--- config.mk ---
export PLATFORM = sky130hd
export DESIGN_NAME = pfe_controller
export DESIGN_NICKNAME = d
export VERILOG_FILES = /design/src/hw/rtl/pfe_pkg.sv /design/src/hw/rtl/pfe_controller.sv
export SDC_FILE = /design/constraint.sdc
export NUM_CORES = 1
export LEC_CHECK = 0
export BUFFER_PORTS_ARGS = -buffer_cell sky130_fd_sc_hd__buf_2
export CAP_MARGIN = 20
export CORE_MARGIN = 10
export CORE_UTILIZATION = 42
export DETAILED_ROUTE_END_ITERATION = 12
export PLACE_DENSITY = 0.73
export SLEW_MARGIN = 20
export SYNTH_ARGS = -nofsm -noshare
export SYNTH_HDL_FRONTEND = slang
export SYNTH_SLANG_ARGS = --single-unit
--- constraint.sdc ---
create_clock -name i_clk -period 1.4 [get_ports i_clk]
set_input_delay 0.14 -clock i_clk [delete_from_list [all_inputs] [get_ports i_clk]]
set_output_delay 0.14 -clock i_clk [all_outputs]
set_load 0.005 [all_outputs]
--- src/hw/rtl/pfe_pkg.sv ---
// Package for the postfix expression evaluator.
// Holds stack sizing, symbol codes, result type and the controller-to-datapath bundles.
package pfe_pkg;

    localparam int STACK_DEPTH = 128;
    localparam int PTR_W       = $clog2(STACK_DEPTH);
    localparam int CNT_W       = $clog2(STACK_DEPTH + 1);

    localparam logic [7:0] SYM_ZERO = 8'd48;
    localparam logic [7:0] SYM_NINE = 8'd57;
    localparam logic [7:0] SYM_ADD  = 8'h2B;
    localparam logic [7:0] SYM_SUB  = 8'h2D;
    localparam logic [7:0] SYM_MUL  = 8'h2A;
    localparam logic [7:0] SYM_DIV  = 8'h2F;
    localparam logic [7:0] SYM_MOD  = 8'h25;

    localparam logic [31:0] UNDERFLOW_VALUE = 32'hFFFF_FF9C;

    typedef enum logic [2:0] {
        OP_PUSH_DIGIT,
        OP_ADD,
        OP_SUB,
        OP_MUL,
        OP_DIV,
        OP_MOD,
        OP_BAD
    } t_op;

    typedef struct packed {
        logic       load_sym;
        logic       pop_right;
        logic       pop_left;
        logic       push_digit;
        logic       push_alu;
        logic       mul_start;
        logic       div_start;
        logic       set_bad;
        logic       clear;
    } t_cmd;

    typedef struct packed {
        t_op  op;
        logic div_done;
        logic mem_busy;
    } t_status;

    typedef struct packed {
        logic [31:0] value;
        logic        stack_empty;
        logic        underflow;
        logic        overflow;
        logic        divide_by_zero;
        logic        bad_symbol;
    } t_result;

endpackage

--- src/hw/rtl/pfe_controller.sv ---
// Controller state machine sequencing pops, operations and pushes per symbol.
// Depends on pfe_pkg.
module pfe_controller
    import pfe_pkg::*;
(
    input  logic    i_clk,
    input  logic    i_rst_n,
    input  logic    i_in_valid,
    input  logic    i_in_last,
    output logic    o_in_ready,
    input  logic    i_out_ready,
    output logic    o_out_valid,
    output logic    o_capture,
    input  t_status i_status,
    output t_cmd    o_cmd
);

    typedef enum logic [3:0] {
        S_IDLE, S_DECODE, S_POP_R, S_WAIT_R, S_POP_L, S_WAIT_L,
        S_EXEC, S_DIV, S_PUSH, S_END
    } t_state;

    t_state r_state;
    logic   r_last;
    logic   r_out_valid;
    logic   w_accept;

    assign w_accept   = i_in_valid && o_in_ready;
    assign o_in_ready = (r_state == S_IDLE) && (!r_out_valid || i_out_ready);

    always_comb begin
        o_cmd = '0;
        o_cmd.load_sym = w_accept;
        o_capture = 1'b0;
        unique case (r_state)
            S_DECODE: if (i_status.op == OP_PUSH_DIGIT) o_cmd.push_digit = 1'b1;
            S_POP_R:  o_cmd.pop_right = 1'b1;
            S_POP_L:  o_cmd.pop_left = 1'b1;
            S_EXEC: begin
                o_cmd.mul_start = (i_status.op == OP_MUL);
                o_cmd.div_start = (i_status.op == OP_DIV) || (i_status.op == OP_MOD);
                o_cmd.set_bad   = (i_status.op == OP_BAD);
            end
            S_PUSH:   o_cmd.push_alu = 1'b1;
            S_END: begin
                o_capture = 1'b1;
                o_cmd.clear = 1'b1;
            end
            default: ;
        endcase
    end

    always_ff @(posedge i_clk) begin
        if (!i_rst_n) begin
            r_state <= S_IDLE;
            r_last <= 1'b0;
            r_out_valid <= 1'b0;
        end else begin
            if (i_out_ready && r_state != S_END) r_out_valid <= 1'b0;
            unique case (r_state)
                S_IDLE: if (w_accept) begin
                    r_last  <= i_in_last;
                    r_state <= S_DECODE;
                end
                S_DECODE: begin
                    if (i_status.op == OP_PUSH_DIGIT) r_state <= r_last ? S_END : S_IDLE;
                    else r_state <= S_POP_R;
                end
                S_POP_R:  r_state <= S_WAIT_R;
                S_WAIT_R: if (!i_status.mem_busy) r_state <= S_POP_L;
                S_POP_L:  r_state <= S_WAIT_L;
                S_WAIT_L: if (!i_status.mem_busy) r_state <= S_EXEC;
                S_EXEC: begin
                    if (i_status.op == OP_BAD) r_state <= r_last ? S_END : S_IDLE;
                    else if (i_status.op == OP_DIV || i_status.op == OP_MOD) r_state <= S_DIV;
                    else r_state <= S_PUSH;
                end
                S_DIV:    if (i_status.div_done) r_state <= S_PUSH;
                S_PUSH:   r_state <= r_last ? S_END : S_IDLE;
                S_END: begin
                    r_out_valid <= 1'b1;
                    r_state <= S_IDLE;
                end
                default:  r_state <= S_IDLE;
            endcase
        end
    end

    assign o_out_valid = r_out_valid;

endmodule

Word-level counts from Yosys, hierarchy flattened. Index checks and enable logic that the tools add are counted.

Bits in registers: 6. Bits of input ports: 10. Output and inout port bits: 12. Word-level logic and storage cells: 50.

Equality and inequality tests: 18. Multiplexer cells: 18. Reduce and logical (&&, ||, !) cells: 11.

Operators by type and width (count): $pmux W4 S9 (1); $mux W4 (8); $eq A4 B3 Y1 const B (4); $eq A3 B3 Y1 const B (3); $eq A4 B2 Y1 const B (2); $eq A4 B4 Y1 const B (2); $mux W1 (8); $ne A2 B2 Y1 const B (4); $eq A4 B1 Y1 const B (1); $logic_not A4 Y1 (1); $ne A4 B4 Y1 const B (1); $reduce_and A4 Y1 (1); $eq A3 B2 Y1 const B (1); $logic_and A1 B1 Y1 (3); $logic_not A3 Y1 (1); $mux W3 (1); $logic_or A1 B1 Y1 (2); $reduce_and A2 Y1 (1); $reduce_bool A2 Y1 (1); $logic_not A1 Y1 (1).

Logic depth before layout (Yosys ltp).
Word-level depth: 6. Mapped depth: 5. Mapped depth without buffers: 4.

Worst setup path before layout. Ideal clock, no wire load.

Path kind: flip-flop to flip-flop. Start: reg r_state[1]. End: reg r_state[1]. Setup time: 122 ps. Arrival: 1316 ps. Data required time: 1278 ps. Path slack: -38 ps. Cell stages (with the launch flop): 5. Path buffers: 0. Period minus slack after synthesis: 1438 ps. Cell sequence: dfxtp_1 and4bb_1 and2_4 or2_4 a311o_1.

Word-level cells in the longest chain between the ends: 5. Elaborated cells on any way between the ends: 17. Classes of those cells: 12 x eq/ne; 1 x mux; 4 x reduce/logical.

Ends and longest elaborated chain: start, declared (RTL line pfe_controller.sv:23) `t_state r_state;`; start signal, assigned (RTL line pfe_controller.sv:66) `if (i_status.op == OP_PUSH_DIGIT) r_state <= r_last ? S_END : S_IDLE;`; start signal, assigned (RTL line pfe_controller.sv:74) `if (i_status.op == OP_BAD) r_state <= r_last ? S_END : S_IDLE;`; start signal, assigned (RTL line pfe_controller.sv:79) `S_PUSH: r_state <= r_last ? S_END : S_IDLE;`; $logic_not A4 Y1 (RTL line pfe_controller.sv:29, pfe_controller.sv:60); $logic_and A1 B1 Y1 (RTL line pfe_controller.sv:29) `assign o_in_ready = (r_state == S_IDLE) && (!r_out_valid || i_out_ready);`; $logic_and A1 B1 Y1 (RTL line pfe_controller.sv:28) `assign w_accept = i_in_valid && o_in_ready;`; $ne A2 B2 Y1 (no source line); $reduce_and A4 Y1 (no source line).

Several ways; a longest one is shown, not always the timed one. A chain may end at the register's enable or synchronous reset.

==> key figures <==
Critical path
  – Flop-to-flop setup slack: -0.11 ns
  – Worst path required time: 1.26 ns
  – Critical path class: register to primary output
  – Crit path launch type: register
  – CP max FO: 3
  – Crit path capture type: primary output
  – Worst EP arrival: 1.44 ns

CTS
  – Clk_lat worst skew: 0.26 ns
  – H-tree depth: 1
  – Sink Count: 6
  – Clk pin slew, worst setup/hold paths: 0.05 ns
  – CTS tree: built
  – CTS Buf Count: 3
  – Hold-fix buffers, CTS: 0
  – Longest Clk Path Bufs: 2
  – Clock root cell: clkbuf_4

Route
  – Vias/cell: 6.12
  – Routed len/inst: 20.3 microns
  – Final ANT Viol Nets: 0
  – Residual DRC: 0
  – Wirelength, routed: 2.80 mm
  – 1st-iter DRT viols: 40
  – Detailed-route via count: 844
  – DR pass1 iterations: 4

STA
  – Endpoints failing setup: 12
  – Final Cycle Share: 113%
  – RSZ-0062 raised after global routing: true
  – Worst Tran Pin Value: 0.335 ns
  – Slew Viols, Final: 0
  – Final hold viol count: 0
  – Max Clk Rate: 632 MHz
  – Fin crit period: 1.58 ns
  – Slew margin rel.: 77.6%
  – Clock skew: 0.000623 ns
  – Post-route setup slack: -0.182 ns
  – Setup TNS: -0.965 ns

Floorplanning
  – Die area: 0.00327 sq mm
  – FP Rows: 13
  – Initial cell density of the core: 44.6%
  – Die Width: 57.2 microns
  – Die Y: 57.2 microns
  – # IOs: 22
  – Core area: 0.00130 sq mm

Cells and area
  – Reg area: 130 sq um
  – Layout cells sized above 1: 64.2%
  – Number of fill cells in the layout: 75
  – Antenna cells: 0
  – Area growth from synthesis to layout: 89.9%
  – Final net count: 135
  – Footprint of the multi-input gates: 510 sq um

Power
  – LEAKAGE: 0.510 nW
  – Maximum vdd drop: 534 uV
  – Overall Power: 805 uW
  – P per Cell Area: 730 mW/mm^2

Placed design
  – HPWL Detailed: 1.54 mm
  – Buffers on Ports: 21
  – GP Congestion: 0.866

Global route
  – Tot GR Track Use: 15.7%
  – Vias in the first global route: 898
  – Global-route wire length before repair: 4.21 mm
  – GRT Residual Overflow: 0
  – Pin count of the biggest net entering global routing: 10
  – Initial antenna violation count: 0

Synthesis
  – Post-Syn Instances: 75
  – Predominant post-synthesis flop cell: dfxtp_1
  – Post-synthesis register bit count: 6
  – Synth area leader: dfxtp_1
  – Cell area after synthesis: 581 sq um
  – Cell types occupying the most area after synthesis: dfxtp_1 21%, and2_1 4.3%, nand2b_1 4.3%, nor2b_1 4.3%, a311o_1 3.4%
  – Seq/Total Area, Yosys: 20.7%
  – Share of synthesized flip-flops with an asynchronous set or reset: 0%
  – Synthesized Nets: 85
  – Warnings, synthesis: 0
  – Synth top area share: 20.7%
  – Unique cell type count in the Yosys netlist: 40
  – Number of synthesized flops with an enable pin: 0
  – Synthesized area per cell: 7.74 sq um

Min path
  – Hold WC Path Type: input pin to register

Status
  – Status: finished with violations
  – Violations in the final reports: negative setup slack

Job
  – Max capacitance violation total: 0
## cell usage in the layout (no fill, tap or decap), types with 2 or more instances in the layout
cell,count
nor3_4,2
nor2_1,2
o21ai_0,3
dfxtp_2,2
clkbuf_4,3
nand4_1,2
buf_6,15
dfxtp_1,2
a31oi_1,2
inv_4,2
o211ai_1,2
buf_4,16
dfxtp_4,2
nand2b_1,3
nor3b_2,2
and2_4,3
nand2_1,2
nor2b_1,3
a311o_1,2
and2_1,2
buf_2,19
## worst max-delay path, cell delays in order (launching register included)
cell and delay (ns):
dfxtp_2 0.33, buf_6 0.13, inv_4 0.07, buf_6 0.10, nand4_1 0.18, nor3b_2 0.22
buf_2 0.14
## cells in the mapped netlist (2+ instances only)
master    n
a21boi_0  2
a311o_1   2
a31oi_1   2
and2_1    4
buf_2     3
buf_4     2
dfxtp_1   6
inv_1     3
nand2_1   2
nand2b_1  4
nand3_1   2
nand4_1   2
nor2_1    3
nor2b_1   4
nor3_1    3
nor3b_1   2
nor4_1    3
o211ai_1  2
o21ai_0   3
## state kept, by name, summed over array words and instances (netlist names)
signal	flops
o_out_valid	1
r_last	1
r_state	4
## metrics by stage
stage,cell area (sq um),std cells,utilization [%],setup slack [ns],hold slack (ns)
after global placement,826,123,63.5,-0.0400,0.411
after global routing,1100,138,84.7,-0.214,0.124
final,1100,138,84.7,-0.182,0.118
after floorplan,589,75,-,0.00659,0.257
after detailed placement,826,123,63.5,-0.0693,0.414
after CTS,1030,134,78.9,-0.105,0.152
## layout make-up
class	count	area share, %
clock buffers	3	2.04
inverters	3	1.48
multi-input cells	60	46.3
flip-flops and latches	6	11.8
well taps	15	1.70
repair buffers	51	36.7
## kinds of logic after synthesis
kind of cell / count (synthesis) / share of synthesized area [%]
AND/OR/NAND/NOR: 39 / 44.4
buffers and inverters: 9 / 7.76
AO/OA/AOI/OAI: 21 / 27.2
flip-flops: 6 / 20.7
## power breakdown
part | switching, mW | internal [mW]
clock network | 0.0876 | 0.0987
logic | 0.189 | 0.234
registers | 0.0125 | 0.183
total | 0.289 | 0.516
## layer usage
layer	wire (microns)	GRT usage (%)
met2	1430	27.9
met3	215	4.20
met4	45	7.38
met5	0	0
met1	1110	16.8
## worst paths after layout
| check | from | end | cells after the start |
|---|---|---|---|
| min reg2reg | r_last | r_state[3] | 3 |
| max | r_state[3] | o_cmd[3] | 6 |
| max reg2reg | r_state[1] | r_state[0] | 5 |
| min | i_in_last | r_last | 3 |
## what timing repair did
| item | CTS | global route |
|---|---|---|
| hold endpoints to repair | 0 | 0 |
| endpoints found under the setup margin | 12 | 14 |
| gates resized for setup | 30 | 12 |
| setup buffers | 9 | 5 |
| pin swaps | 14 | 12 |
Note: power is estimated with default switching activity, not from simulation.
